`src/hdl/frg_pkg.sv`:
```
// ----------------------------------------------------------------------------
// frg_pkg
// Shared types and constants for the flow rate gate table: item layouts,
// operation codes and the command/status bundles between controller and
// datapath.
// ----------------------------------------------------------------------------
package frg_pkg;

    localparam int FLOW_IDX_W = 7;
    localparam int MODE_W     = 3;
    localparam int RATE_W     = 32;
    localparam int TIME_W     = 64;
    localparam int CLOCK_W    = 32;
    localparam int SCAN_CHUNK = 8;

    localparam logic [CLOCK_W-1:0] CLOCK_RESET = 32'd3000000000;

    localparam logic [MODE_W-1:0] MODE_REGISTER  = 3'd0;
    localparam logic [MODE_W-1:0] MODE_CHECK     = 3'd1;
    localparam logic [MODE_W-1:0] MODE_PAUSE     = 3'd2;
    localparam logic [MODE_W-1:0] MODE_RESUME    = 3'd3;
    localparam logic [MODE_W-1:0] MODE_TERMINATE = 3'd4;

    typedef struct packed {
        logic [MODE_W-1:0]     mode;
        logic [FLOW_IDX_W-1:0] flow_index;
        logic [RATE_W-1:0]     rate;
        logic [TIME_W-1:0]     now;
    } t_in_item;

    typedef struct packed {
        logic                  granted;
        logic [FLOW_IDX_W-1:0] slot;
        logic                  table_full;
    } t_out_item;

    // Controller to datapath
    typedef struct packed {
        logic load;          // capture the input item, clear the result
        logic scan_clear;    // restart the free-slot scan
        logic scan_step;     // advance the scan by one chunk
        logic claim_take;    // hold the free slot found by the scan
        logic claim;         // mark the held slot active, store its rate
        logic rate_install;  // store a new rate, mark the slot limited
        logic do_pause;
        logic do_resume;
        logic do_term;
        logic set_grant;
        logic set_full;
        logic div_start;
        logic div_src;       // 0: rate of the item, 1: stored rate
        logic next_write;    // store now + period as the next allowed time
        logic out_load;
    } t_cmd;

    // Datapath to controller
    typedef struct packed {
        logic [MODE_W-1:0] mode;
        logic idx_ok;
        logic cur_active;
        logic cur_paused;
        logic cur_limited;
        logic rate_nz;
        logic scan_hit;
        logic scan_last;
        logic now_ge_next;
        logic div_busy;
        logic div_done;
        logic out_free;
    } t_sts;

endpackage

```
`src/hdl/frg_ctrl.sv`:
```
// ----------------------------------------------------------------------------
// frg_ctrl
// Controller: sequences one operation at a time through decode, scan,
// memory compare, period division and result delivery.
// ----------------------------------------------------------------------------
module frg_ctrl import frg_pkg::*; (
    input  logic i_clk,
    input  logic i_rst_n,
    input  logic i_in_valid,
    output logic o_in_ready,
    input  t_sts i_sts,
    output t_cmd o_cmd
);

    typedef enum logic [2:0] {
        S_IDLE,
        S_DECODE,
        S_SCAN,
        S_CLAIM,
        S_CMP,
        S_DIV,
        S_DONE
    } t_state;

    t_state r_state;
    t_state n_state;

    always_ff @(posedge i_clk) begin
        if (!i_rst_n) begin
            r_state <= S_IDLE;
        end else begin
            r_state <= n_state;
        end
    end

    always_comb begin
        n_state    = r_state;
        o_cmd      = '0;
        o_in_ready = 1'b0;
        unique case (r_state)
            S_IDLE: begin
                o_in_ready = 1'b1;
                if (i_in_valid) begin
                    o_cmd.load = 1'b1;
                    n_state    = S_DECODE;
                end
            end
            S_DECODE: begin
                n_state = S_DONE;
                unique case (i_sts.mode)
                    MODE_REGISTER: begin
                        o_cmd.scan_clear = 1'b1;
                        n_state          = S_SCAN;
                    end
                    MODE_CHECK: begin
                        if (i_sts.idx_ok && i_sts.cur_active && !i_sts.cur_paused) begin
                            if (!i_sts.cur_limited) begin
                                o_cmd.set_grant = 1'b1;
                            end else begin
                                n_state = S_CMP;
                            end
                        end
                    end
                    MODE_PAUSE: begin
                        o_cmd.do_pause = i_sts.idx_ok;
                    end
                    MODE_RESUME: begin
                        if (i_sts.idx_ok) begin
                            o_cmd.do_resume = 1'b1;
                            if (i_sts.rate_nz) begin
                                o_cmd.rate_install = 1'b1;
                                o_cmd.div_start    = 1'b1;
                                n_state            = S_DIV;
                            end
                        end
                    end
                    MODE_TERMINATE: begin
                        o_cmd.do_term = i_sts.idx_ok;
                    end
                    default: begin
                        n_state = S_DONE;
                    end
                endcase
            end
            S_SCAN: begin
                if (i_sts.scan_hit) begin
                    o_cmd.claim_take = 1'b1;
                    n_state          = S_CLAIM;
                end else if (i_sts.scan_last) begin
                    o_cmd.set_full = 1'b1;
                    n_state        = S_DONE;
                end else begin
                    o_cmd.scan_step = 1'b1;
                end
            end
            S_CLAIM: begin
                o_cmd.claim = 1'b1;
                if (i_sts.rate_nz) begin
                    o_cmd.div_start = 1'b1;
                    n_state         = S_DIV;
                end else begin
                    n_state = S_DONE;
                end
            end
            S_CMP: begin
                if (i_sts.now_ge_next) begin
                    o_cmd.set_grant = 1'b1;
                    o_cmd.div_start = 1'b1;
                    o_cmd.div_src   = 1'b1;
                    n_state         = S_DIV;
                end else begin
                    n_state = S_DONE;
                end
            end
            S_DIV: begin
                if (i_sts.div_done) begin
                    o_cmd.next_write = 1'b1;
                    n_state          = S_DONE;
                end
            end
            S_DONE: begin
                if (i_sts.out_free) begin
                    o_cmd.out_load = 1'b1;
                    n_state        = S_IDLE;
                end
            end
            default: begin
                n_state = S_IDLE;
            end
        endcase
    end

`ifndef SYNTHESIS
    a_div_idle : assert property (@(posedge i_clk) disable iff (!i_rst_n)
        o_cmd.div_start |-> !i_sts.div_busy)
        else $error("divider restarted while busy");

    a_out_free : assert property (@(posedge i_clk) disable iff (!i_rst_n)
        o_cmd.out_load |-> i_sts.out_free)
        else $error("output register overwritten before transfer");

    a_load_idle : assert property (@(posedge i_clk) disable iff (!i_rst_n)
        o_cmd.load |-> (r_state == S_IDLE))
        else $error("item taken while an operation is in flight");
`endif

endmodule

```
`config.mk`:
```
export PLATFORM = sky130hd
export DESIGN_NAME = frg_ctrl
export DESIGN_NICKNAME = d
export VERILOG_FILES = /design/src/hdl/frg_pkg.sv /design/src/hdl/frg_ctrl.sv
export SDC_FILE = /design/constraint.sdc
export NUM_CORES = 1
export LEC_CHECK = 0
export ABC_AREA = 1
export BUFFER_PORTS_ARGS = -buffer_cell sky130_fd_sc_hd__buf_2
export CAP_MARGIN = 30
export CORE_MARGIN = 2
export CORE_UTILIZATION = 40
export CTS_BUF_LIST = sky130_fd_sc_hd__clkbuf_4
export CTS_CLUSTER_DIAMETER = 50
export DETAILED_ROUTE_END_ITERATION = 16
export PLACE_DENSITY = 0.76
export SLEW_MARGIN = 5
export SYNTH_ARGS = -nofsm -noshare
export SYNTH_HDL_FRONTEND = slang
export SYNTH_SLANG_ARGS = --single-unit
```
`constraint.sdc`:
```
create_clock -name i_clk -period 1.1 [get_ports i_clk]
set_input_delay 0.11 -clock i_clk [delete_from_list [all_inputs] [get_ports i_clk]]
set_output_delay 0.11 -clock i_clk [all_outputs]
set_load 0.03 [all_outputs]
```
==> flow_summary_export.csv, run 1 <==
group,metric,value,unit
clock_tree,root_buffer,"clkbuf_4",
clock_tree,clk_path_buf_depth,2,
die,die_y,41.4,um
die,row_count,13,
sta,worstEpCategory,"top-level output",
place,place_congestion,0.792,
logic_synthesis,synth_fp_nets,111,
logic_synthesis,ys_seq_area_share,10.8,%
logic_synthesis,netlist_area,558,sq um
run_status,status,"did not finish",
run_status,first-error,"[ERROR DPL-0038] Utilization greater than 100%, impossible to legalize",
global_routing,grt_max_degree,8,
logic_synthesis,avgSynthCellArea,5.94,sq um
run_status,lastStage,"global routing",
logic_synthesis,synthDistinctLibCells,23,
clock_tree,cts-buffers-inserted,3,
place,portBuffers,31,
sta,grt-worst-endpoint,"o_cmd[3]",
die,start_util,42.9,%
clock_tree,htree_levels,1,
logic_synthesis,synthCells,94,
clock_tree,cts_sinks,3,
place,dp_hpwl,1.44,mm
die,io-pin-count,33,
logic_synthesis,yosys_warnings,0,
die,die_w,41.4,um
logic_synthesis,synth_seq_cells,3,
clock_tree,ctsHoldBuffers,0,
==> Yosys cell counts <==
cell | count | area share, %
inv_8 | 1 | 2.0
o21ai_1 | 1 | 0.90
dfxtp_1 | 3 | 11
nand3_2 | 5 | 9.0
inv_1 | 16 | 11
buf_6 | 3 | 6.1
nor3_2 | 1 | 1.8
inv_4 | 2 | 2.2
inv_2 | 2 | 1.3
nand4_2 | 1 | 2.2
nor4_1 | 2 | 2.2
nand3_4 | 1 | 3.1
a21oi_1 | 4 | 3.6
nand2_2 | 2 | 2.2
nor2_4 | 2 | 4.0
nor2_1 | 15 | 10
nand2_4 | 1 | 2.0
nor3_1 | 2 | 1.8
nor3b_1 | 1 | 1.3
nand2_1 | 20 | 13
nand4_1 | 2 | 2.2
o211ai_1 | 1 | 1.3
nand3_1 | 6 | 5.4
==> metrics by stage <==
stage	util, %	instance area [sq um]	cells	worst slack (ps)	hold WS [ps]
after floorplan	-	631	94	-183	236
after global placement	69.4	903	153	-158	360
after detailed placement	69.4	903	153	-168	359
after CTS	91.3	1190	166	-308	84.3
==> cell families after synthesis <==
group / count (synthesis) / share of synthesized area (%)
buffers and inverters: 24 / 22.4
AOI/OAI and AO/OA: 6 / 5.83
DFF: 3 / 10.8
and+or+nand+nor: 61 / 61.0
==> timing repair <==
action,4_1_cts
pin swaps,9
buffers inserted,9
resized for setup,56
setup endpoints to repair,19
==> run 2: changes to the inputs <==
--- a/config.mk
+++ b/config.mk
@@ -8,12 +8,10 @@
 export ABC_AREA = 1
 export BUFFER_PORTS_ARGS = -buffer_cell sky130_fd_sc_hd__buf_2
 export CAP_MARGIN = 30
-export CORE_MARGIN = 2
-export CORE_UTILIZATION = 40
-export CTS_BUF_LIST = sky130_fd_sc_hd__clkbuf_4
-export CTS_CLUSTER_DIAMETER = 50
+export CORE_AREA = 2 2 63 65
 export DETAILED_ROUTE_END_ITERATION = 16
-export PLACE_DENSITY = 0.76
+export DIE_AREA = 0 0 65 67
+export PLACE_DENSITY_LB_ADDON = 0.15
 export SLEW_MARGIN = 5
 export SYNTH_ARGS = -nofsm -noshare
 export SYNTH_HDL_FRONTEND = slang
==> constraint.sdc (replaced) <==
create_clock -name i_clk -period 1.4 [get_ports i_clk]
set_input_delay 0.14 -clock i_clk [delete_from_list [all_inputs] [get_ports i_clk]]
set_output_delay 0.14 -clock i_clk [all_outputs]
set_load 0.03 [all_outputs]
==> flow_summary_export.csv, run 2 <==
group,metric,value,unit
critical_path,cp.arrival,1190,ps
critical_path,path_class,"reg2out",
clock_tree,root_buffer,"clkbuf_8",
pwr,ir_worst_vdd,0.000323,V
global_routing,grt.busiest_layer,"met2",
final_layout,top_regs,"r_state: 3 flops",
logic_synthesis,synthCells,94,
critical_path,crit_cells,6,
pwr,p_per_area,1880,nW/um^2
final_layout,drive_gt1_share,51.9,%
clock_tree,htree_levels,1,
critical_path,crit_path_max_incr_delay,360,ps
critical_path,r2r_setup_slack,230,ps
pwr,p_switching,893,uW
die,row_count,22,
logic_synthesis,avgSynthCellArea,5.94,sq um
die,io-pin-count,33,
global_routing,met2_usage,13.7,%
sta,period_minus_slack,1330,ps
flow_run,max_cap_violations,0,
run_status,status,"finished, final reports clean",
detailed_routing,vias_per_cell,3.79,
pwr,p_leak,0.526,nW
logic_synthesis,async_flop_share,0,%
detailed_routing,first_pass_iters,4,
pwr,p_clk_share,14.1,%
sta,fin_tns_setup,0,ps
detailed_routing,via_count,693,
sta,finalCritPeriodShare,95.4,%
critical_path,crit_path_start_kind,"flip-flop",
clock_tree,clk_pin_slew,30,ps
final_layout,finish.utilization,25.6,%
die,die_w,65,um
logic_synthesis,yosys-top-cells-area,"nand2_1 13%, dfxtp_1 11%, inv_1 11%, nor2_1 10%, nand3_2 9.0%",
detailed_routing,wirelength,1.68,mm
worst_hold_path,hold_class,"in2reg",
pwr,seqPwrFrac,13.8,%
sta,hold_slack,160,ps
logic_synthesis,ys_seq_area_share,10.8,%
final_layout,final_cell_mix,"24 x buf_2, 18 x nand2_1, 15 x inv_1, 15 x nor2_1, 15 x buf_4",
critical_path,crit_start,"r_state[2]",
global_routing,grt_use_met3,2.20,%
clock_tree,worstSkewPairLatency,210,ps
pwr,pwr-share-comb,72.1,%
critical_path,r2r_end,"r_state[2]",
critical_path,path_delay_family,"flip-flops",
critical_path,cp_num_buf_inv,3,
critical_path,cp_max_fo,4,
logic_synthesis,synth_edf_count,0,
sta,tightest_slew,273,ps
final_layout,fillers,418,
global_routing,track_usage,7.93,%
global_routing,gr-total-overflow,0,
critical_path,worstPathRequired,1260,ps
detailed_routing,wl_per_cell,9.17,um
final_layout,largest_register_ff_count,3,
sta,maxSlewHeadroom,81.6,%
critical_path,cp-end-kind,"primary output",
die,core_area,3610,sq um
global_routing,antenna_found_initial,0,
sta,fmaxAchievable,749,MHz
die,start_util,15.5,%
final_layout,diodes,0,
clock_tree,cts_sinks,3,
clock_tree,cts_tree,"done",
global_routing,met1_usage,9.54,%
clock_tree,cts-buffers-inserted,3,
critical_path,crit_path_cell_trace,"inv_8, nand3_4, inv_4, nand2_4, nor3b_2, buf_4",
clock_tree,ctsHoldBuffers,0,
critical_path,slowest_stage,"dfxtp_4",
logic_synthesis,synth_seq_cells,3,
sta,maxSlewViolCount,0,
logic_synthesis,synth_top_cell_by_area,"nand2_1",
pwr,p_sw_share,51.4,%
logic_synthesis,yosys_warnings,0,
place,portBuffers,31,
pwr,p_int,843,uW
final_layout,regMostFlops,"r_state",
global_routing,grt_max_degree,8,
sta,hold_viol_final,0,
sta,rsz0062_at_grt,"true",
clock_tree,clk_path_buf_depth,2,
logic_synthesis,netlist_area,558,sq um
sta,clock_skew,1.79,ps
critical_path,reg2reg_from,"r_state[2]",
critical_path,worstSetupEndpoint,"o_cmd[9]",
detailed_routing,drc,0,
global_routing,grt_pass1_vias,660,
sta,setup_violations,0,
logic_synthesis,synth_flop_cell,"dfxtp_1",
final_layout,synthToLayoutAreaGrowth,65.5,%
place,place_congestion,0.710,
logic_synthesis,synth_fp_nets,111,
final_layout,final_common_cell,"buf_2",
die,die_y,67,um
logic_synthesis,netlist.area_leader.share,13.5,%
die,design.die.area,4360,sq um
logic_synthesis,synthDistinctLibCells,23,
global_routing,grt_pass1_wl,2.70,mm
logic_synthesis,synth_common_cells,"20 x nand2_1, 16 x inv_1, 15 x nor2_1, 6 x nand3_1, 5 x nand3_2",
critical_path,r2r_cells,9,
final_layout,fin_nets,153,
logic_synthesis,synth.most_common_cell,"nand2_1",
place,dp_hpwl,1.46,mm
detailed_routing,drt_iter0_markers,25,
detailed_routing,postRouteAntennaNets,0,
[run 2: cell counts after synthesis]
No cell type changed its count.
[run 2: per-stage QoR]
step	setup WS (ps)	std cells	instance area [sq um]	power [mW]
after detailed placement	35.5	173	779	1.31
after CTS	-23.5	182	902	1.73
after global routing	-38.3	183	923	1.90
final	65.1	183	923	1.74
after floorplan	-57.5	94	576	1.09
after global placement	40.0	173	779	1.30
[run 2: power groups by stage]
| stage | logic, mW | clock network (mW) | registers, mW |
|---|---|---|---|
| 2_1_floorplan | 0.944 | 0 | 0.144 |
| 3_3_place_gp | 1.07 | 0 | 0.230 |
| 3_5_place_dp | 1.08 | 0 | 0.232 |
| 4_1_cts | 1.23 | 0.254 | 0.245 |
| 5_1_grt | 1.39 | 0.266 | 0.251 |
| 6_report | 1.25 | 0.244 | 0.240 |
[run 2: layer usage]
layer / vias up / routed length (um) / share of wire (%)
li1: 375 / - / -
met1: 294 / 766 / 46
met2: 24 / 784 / 47
met3: 0 / 128 / 7.6
met4: 0 / 0 / 0
met5: - / 0 / 0
[run 2: final cells by class]
class | instances | area, sq um | area share, %
multi-input cells | 67 | 409 | 44.3
repair buffers | 40 | 244 | 26.4
inverters | 21 | 93.8 | 10.2
flip-flops and latches | 3 | 71.3 | 7.72
well taps | 48 | 60.1 | 6.50
clock buffers | 4 | 45.0 | 4.88
[run 2: worst min path at each step]
| stage | end | slack [ps] | from | cells after the start |
|---|---|---|---|---|
| after global routing | r_state[2] | 170 | i_rst_n | 3 |
| after global placement | r_state[2] | 390 | i_rst_n | 3 |
| after CTS | r_state[2] | 160 | i_rst_n | 3 |
| after floorplan | r_state[2] | 270 | i_rst_n | 2 |
| final | r_state[2] | 160 | i_rst_n | 3 |
| after detailed placement | r_state[2] | 390 | i_rst_n | 3 |
[run 2: worst register-to-register path, stage by stage, from the launching register on]
cell	delay (ps)
dfxtp_4	360
buf_4	160
nand2_4	70
inv_2	40
nand3_1	70
nand2_2	80
nor2_4	140
nand2_1	60
nand2_1	50
nor2_1	40
[run 2: cell families after synthesis]
family | count (synthesis) | share of synthesized area (%)
and+or+nand+nor | 61 | 61.0
buffers and inverters | 24 | 22.4
AOI/OAI and AO/OA | 6 | 5.83
DFF | 3 | 10.8
[run 2: repair_timing]
action / in CTS / in global routing
setup buffers: 5 / 1
gates resized for setup: 14 / 9
pin swaps: 1 / 2
endpoints found under the setup margin: 11 / 7
Power figures use the tool's default switching activity.
==> run 3: changes to the inputs <==
--- a/config.mk
+++ b/config.mk
@@ -6,6 +6,7 @@
 export NUM_CORES = 1
 export LEC_CHECK = 0
 export ABC_AREA = 1
+export ABC_CLOCK_PERIOD_IN_PS = 1230
 export BUFFER_PORTS_ARGS = -buffer_cell sky130_fd_sc_hd__buf_2
 export CAP_MARGIN = 30
 export CORE_AREA = 2 2 63 65
==> constraint.sdc (replaced) <==
create_clock -name i_clk -period 1.23 [get_ports i_clk]
set_input_delay 0.123 -clock i_clk [delete_from_list [all_inputs] [get_ports i_clk]]
set_output_delay 0.123 -clock i_clk [all_outputs]
set_load 0.03 [all_outputs]
==> flow_summary_export.csv, run 3 (synthesis gave the netlist of run 2 again) <==
group,metric,value,unit
run_status,status,"complete, but fails checks",
run_status,violations,"negative setup slack",
final_layout,synthToLayoutAreaGrowth,145,%
sta,fin_ws,-139,ps
global_routing,grt_pass1_wl,3.27,mm
critical_path,cp_max_fo,3,
global_routing,gr-total-overflow,0,
detailed_routing,postRouteAntennaNets,0,
global_routing,antenna_found_initial,0,
die,core_area,3610,sq um
final_layout,fillers,382,
sta,hold_slack,153,ps
detailed_routing,wirelength,2.07,mm
final_layout,diodes,0,
detailed_routing,via_count,784,
critical_path,cp.arrival,1250,ps
sta,setup_violations,17,
place,pre_cts_ws,-65.9,ps
pwr,power.total,3.09,mW
sta,rsz0062_at_grt,"true",
sta,hold_viol_final,0,
final_layout,final_cell_mix,"24 x buf_6, 15 x buf_2, 14 x buf_4",
die,design.die.area,4360,sq um
clock_tree,clk_pin_slew,30,ps
clock_tree,htree_levels,1,
clock_tree,worstSkewPairLatency,220,ps
final_layout,largest_register_ff_count,3,
sta,fmaxAchievable,730,MHz
detailed_routing,drc,0,
place,place_congestion,0.760,
final_layout,final_common_cell,"buf_6",
detailed_routing,vias_per_cell,3.94,
sta,tightest_slew,356,ps
place,dp_hpwl,1.57,mm
sta,period_minus_slack,1370,ps
final_layout,regMostFlops,"r_state",
sta,maxSlewHeadroom,76.1,%
final_layout,finish.utilization,37.9,%
clock_tree,ctsHoldBuffers,0,
detailed_routing,wl_per_cell,10.4,um
pwr,ir_worst_vdd,0.00144,V
critical_path,path_class,"reg2out",
pwr,p_leak,0.650,nW
clock_tree,clk_path_buf_depth,2,
die,die_w,65,um
critical_path,worstPathRequired,1110,ps
critical_path,cp-end-kind,"primary output",
worst_hold_path,hold_class,"in2reg",
global_routing,grt_max_degree,6,
detailed_routing,first_pass_iters,4,
final_layout,drive_gt1_share,70.9,%
place,portBuffers,31,
final_layout,fin_nets,169,
detailed_routing,drt_iter0_markers,9,
global_routing,track_usage,9.56,%
die,io-pin-count,33,
final_layout,top_regs,"r_state: 3 flops",
die,die_y,67,um
die,start_util,15.5,%
clock_tree,cts_sinks,3,
flow_run,max_cap_violations,0,
global_routing,grt_pass1_vias,775,
sta,maxSlewViolCount,0,
sta,finalCritPeriodShare,111,%
clock_tree,cts-buffers-inserted,3,
critical_path,crit_path_start_kind,"flip-flop",
sta,clock_skew,2.49,ps
pwr,p_per_area,2260,nW/um^2
clock_tree,root_buffer,"clkbuf_8",
die,row_count,22,
clock_tree,cts_tree,"done",
[run 3: cell types whose count changed in the layout (fill, tap and decap cells not counted), sizes merged]
cell,before,now
buf,40,56
clkinv,0,1
inv,21,20
[run 3: what timing repair did]
action	in CTS	in global routing
endpoints found under the setup margin	19	19
gates resized for setup	58	30
cloned	0	0
pin swaps	8	8
setup buffers	7	7
[run 3: final timing paths]
| kind | startpoint | end | slack, ps | depth (start not counted) |
|---|---|---|---|---|
| max | r_state[0] | o_cmd[14] | -140 | 6 |
| min | i_rst_n | r_state[2] | 150 | 3 |
| max reg2reg | r_state[0] | r_state[2] | -90 | 9 |
| min reg2reg | r_state[1] | r_state[1] | 760 | 4 |
[run 3: cell type report]
cell class              instances  area, sq um  area share, %
multi-input cells              67          581           42.5
clock buffers                   4         45.0           3.30
repair buffers                 56          505           37.0
flip-flops and latches          3         71.3           5.22
inverters                      21          104           7.60
well taps                      48         60.1           4.40
[run 3: per-layer routing]
| layer | track usage, % | vias to the layer above | wire, um |
|---|---|---|---|
| li1 | - | 408 | - |
| met1 | 12.2 | 355 | 879 |
| met2 | 17.3 | 19 | 1110 |
| met3 | 1.18 | 2 | 68 |
| met4 | 1.60 | 0 | 7 |
| met5 | 0 | - | 0 |
[run 3: metrics by stage]
step           setup TNS, ps  cell area [sq um]  std cells
6_report               -1460               1370        199
3_3_place_gp            -202                930        185
3_5_place_dp            -236                930        185
5_1_grt                -2450               1370        199
2_1_floorplan          -67.2                623         94
4_1_cts                -1160               1220        195
[run 3: report_power, final]
part	total (mW)	leakage [nW]	internal, mW	switching (mW)
combinational	2.52	0.600	1.23	1.29
clock	0.291	0.0228	0.221	0.0691
sequential	0.274	0.0267	0.175	0.0984
[run 3: critical path, cell delays in order (launching register included)]
cell and delay [ps]:
dfxtp_4 350, buf_6 130, nor2_4 150, buf_6 120, nand2_4 50, nor2_4 100, buf_6 130
==> run 4: changes to the inputs <==
--- a/config.mk
+++ b/config.mk
@@ -5,7 +5,6 @@
 export SDC_FILE = /design/constraint.sdc
 export NUM_CORES = 1
 export LEC_CHECK = 0
-export ABC_AREA = 1
 export ABC_CLOCK_PERIOD_IN_PS = 1230
 export BUFFER_PORTS_ARGS = -buffer_cell sky130_fd_sc_hd__buf_2
 export CAP_MARGIN = 30
==> flow_summary_export.csv, run 4 <==
group,metric,value,unit
run_status,status,"complete, but fails checks",
run_status,violations,"negative setup slack",
critical_path,path_delay_family,"simple AND/OR/NAND/NOR gates",
logic_synthesis,synth_fp_nets,80,
global_routing,grt_pass1_wl,3.08,mm
critical_path,crit_path_cell_trace,"buf_12, nor3b_4, nand3_2, nor3b_4, and2_4, buf_6",
die,die_y,67,um
detailed_routing,top_layer_used,"met3",
global_routing,antenna_found_initial,0,
critical_path,crit_path_max_incr_delay,340,ps
critical_path,cp_num_buf_inv,2,
detailed_routing,drt_iter0_markers,10,
detailed_routing,wl_per_cell,11.2,um
final_layout,drive_gt1_share,77.3,%
logic_synthesis,ys_seq_area_share,12.9,%
pwr,p_int,1.47,mW
detailed_routing,route.met3.wl,75,um
detailed_routing,first_pass_iters,3,
critical_path,cp-end-kind,"primary output",
clock_tree,cts-buffers-inserted,3,
final_layout,final_cell_mix,"25 x buf_4, 23 x buf_6, 16 x buf_2",
detailed_routing,vias_per_cell,4.09,
logic_synthesis,synth_top_cell_by_area,"dfxtp_1",
clock_tree,htree_levels,1,
flow_run,max_cap_violations,0,
die,design.die.area,4360,sq um
logic_synthesis,synth.most_common_cell,"inv_1",
worst_hold_path,hold_class,"in2reg",
die,row_count,22,
final_layout,final_common_cell,"buf_4",
global_routing,grt_pass1_vias,690,
die,die_w,65,um
pwr,pwr-share-comb,78.6,%
critical_path,cp_common_cell,"nor3b_4",
final_layout,largest_register_ff_count,3,
sta,fin_ws,-358,ps
place,place_congestion,0.754,
pwr,seqPwrFrac,9.9,%
pwr,p_clk_share,11.4,%
detailed_routing,drc,0,
clock_tree,worstSkewPairLatency,220,ps
clock_tree,clk_pin_slew,30,ps
final_layout,finish.utilization,35.4,%
critical_path,r2r_end,"r_state[0]",
global_routing,track_usage,9.03,%
critical_path,reg2reg_from,"r_state[2]",
logic_synthesis,synth_seq_cells,3,
final_layout,synthToLayoutAreaGrowth,174,%
clock_tree,clk_path_buf_depth,2,
final_layout,top_regs,"r_state: 3 flops",
pwr,p_sw_share,42.1,%
clock_tree,root_buffer,"clkbuf_8",
sta,tightest_slew,265,ps
sta,fin_tns_setup,-4240,ps
logic_synthesis,async_flop_share,0,%
die,core_area,3610,sq um
detailed_routing,postRouteAntennaNets,0,
sta,clock_skew,1.53,ps
final_layout,diodes,0,
clock_tree,cts_tree,"done",
critical_path,r2r_setup_slack,-220,ps
worst_hold_path,worstHoldStart,"i_rst_n",
sta,finalCritPeriodShare,129,%
sta,maxSlewViolCount,0,
pwr,p_leak,0.543,nW
critical_path,r2r_cells,6,
detailed_routing,wl_met1,892,um
detailed_routing,via_count,719,
sta,setup_violations,19,
critical_path,cp_max_fo,8,
critical_path,path_class,"reg2out",
logic_synthesis,synth_edf_count,0,
logic_synthesis,yosys-top-cells-area,"dfxtp_1 13%, nor3b_2 5.4%, nand3b_1 4.8%, nor3_1 4.3%, inv_1 4.0%",
worst_hold_path,hold_depth,3,
global_routing,gr-total-overflow,0,
sta,maxSlewHeadroom,82.1,%
logic_synthesis,netlist.area_leader.share,12.9,%
critical_path,cp.arrival,1470,ps
sta,fmaxAchievable,630,MHz
logic_synthesis,synth_flop_cell,"dfxtp_1",
final_layout,regMostFlops,"r_state",
worst_hold_path,min_to,"r_state[2]",
logic_synthesis,netlist_area,465,sq um
sta,period_minus_slack,1590,ps
die,start_util,12.9,%
detailed_routing,wl_met2,995,um
critical_path,slowest_stage,"dfxtp_2",
critical_path,worstPathRequired,1110,ps
place,dp_hpwl,1.44,mm
die,io-pin-count,33,
detailed_routing,wirelength,1.96,mm
logic_synthesis,synth_common_cells,"5 x inv_1, 4 x nand2_1, 4 x nor3_1",
pwr,ir_worst_vdd,0.000562,V
clock_tree,ctsHoldBuffers,0,
logic_synthesis,synthDistinctLibCells,35,
global_routing,grt_max_degree,9,
logic_synthesis,yosys_warnings,0,
pwr,p_per_area,1980,nW/um^2
critical_path,crit_path_start_kind,"flip-flop",
pwr,p_switching,1.07,mW
clock_tree,cts_sinks,3,
sta,rsz0062_at_grt,"true",
place,portBuffers,31,
logic_synthesis,avgSynthCellArea,7.39,sq um
final_layout,fin_nets,146,
logic_synthesis,synthCells,63,
sta,hold_viol_final,0,
## run 4: worst reg2reg max path, cell delays in order, from the launching register on
cell      delay, ps
dfxtp_4         370
buf_6           140
buf_6           120
nor4bb_4        160
nor3_2          210
nand4_1         190
a22oi_1         180
## run 4: what timing repair did
| action | 4_1_cts | 5_1_grt |
|---|---|---|
| setup endpoints to repair | 19 | 19 |
| resized for setup | 46 | 8 |
| pin swaps | 14 | 5 |
| hold endpoints to repair | 0 | 0 |
| buffers inserted | 8 | 5 |
## run 4: worst max path at each step
stage                    end        from  cells past startpoint  slack, ps
floorplan           o_cmd[9]  r_state[0]                      5       -330
global placement    o_cmd[5]  r_state[2]                      6       -210
detailed placement  o_cmd[9]  r_state[1]                      6       -210
CTS                 o_cmd[9]  r_state[1]                      6       -370
global route        o_cmd[9]  r_state[1]                      6       -430
finish              o_cmd[9]  r_state[1]                      6       -360
## run 4: through the flow
step | hold slack (ps) | instance area, sq um | setup WS, ps | total power, mW | instances
final | 175 | 1280 | -358 | 2.54 | 176
after CTS | 174 | 1220 | -367 | 2.40 | 172
after detailed placement | 400 | 957 | -212 | 1.61 | 160
after global placement | 408 | 957 | -206 | 1.63 | 160
after floorplan | 251 | 613 | -329 | 1.15 | 63
after global routing | 206 | 1280 | -429 | 2.70 | 176
## run 4: layer usage
layer | track usage (%) | vias up
li1 | - | 377
met1 | 11.9 | 331
met2 | 14.4 | 11
met3 | 2.36 | 0
met4 | 2.39 | 0
met5 | 0 | -
## run 4: power groups by stage
stage	Combinational (mW)	Clock, mW	Sequential (mW)
floorplan	0.970	0	0.185
global placement	1.36	0	0.264
detailed placement	1.35	0	0.263
CTS	1.85	0.301	0.250
global route	2.12	0.316	0.264
finish	1.99	0.290	0.252
## run 4: cell type report
| class | instances | area (sq um) |
|---|---|---|
| fill | 372 | 2330 |
| timing repair buffer | 65 | 547 |
| multi-input combinational | 50 | 531 |
| sequential | 3 | 68.8 |
| tap | 48 | 60.1 |
| clock buffer | 4 | 45.0 |
| inverter | 6 | 26.3 |
## run 4: cell families (layout without fill, tap and decap cells)
logic type | count (synthesis) | after routing | share of synthesized area [%]
AND/OR/NAND/NOR | 37 | 37 | 57.0
AO/OA/AOI/OAI | 13 | 13 | 19.6
buffers and inverters | 10 | 75 | 10.5
flip-flops | 3 | 3 | 12.9
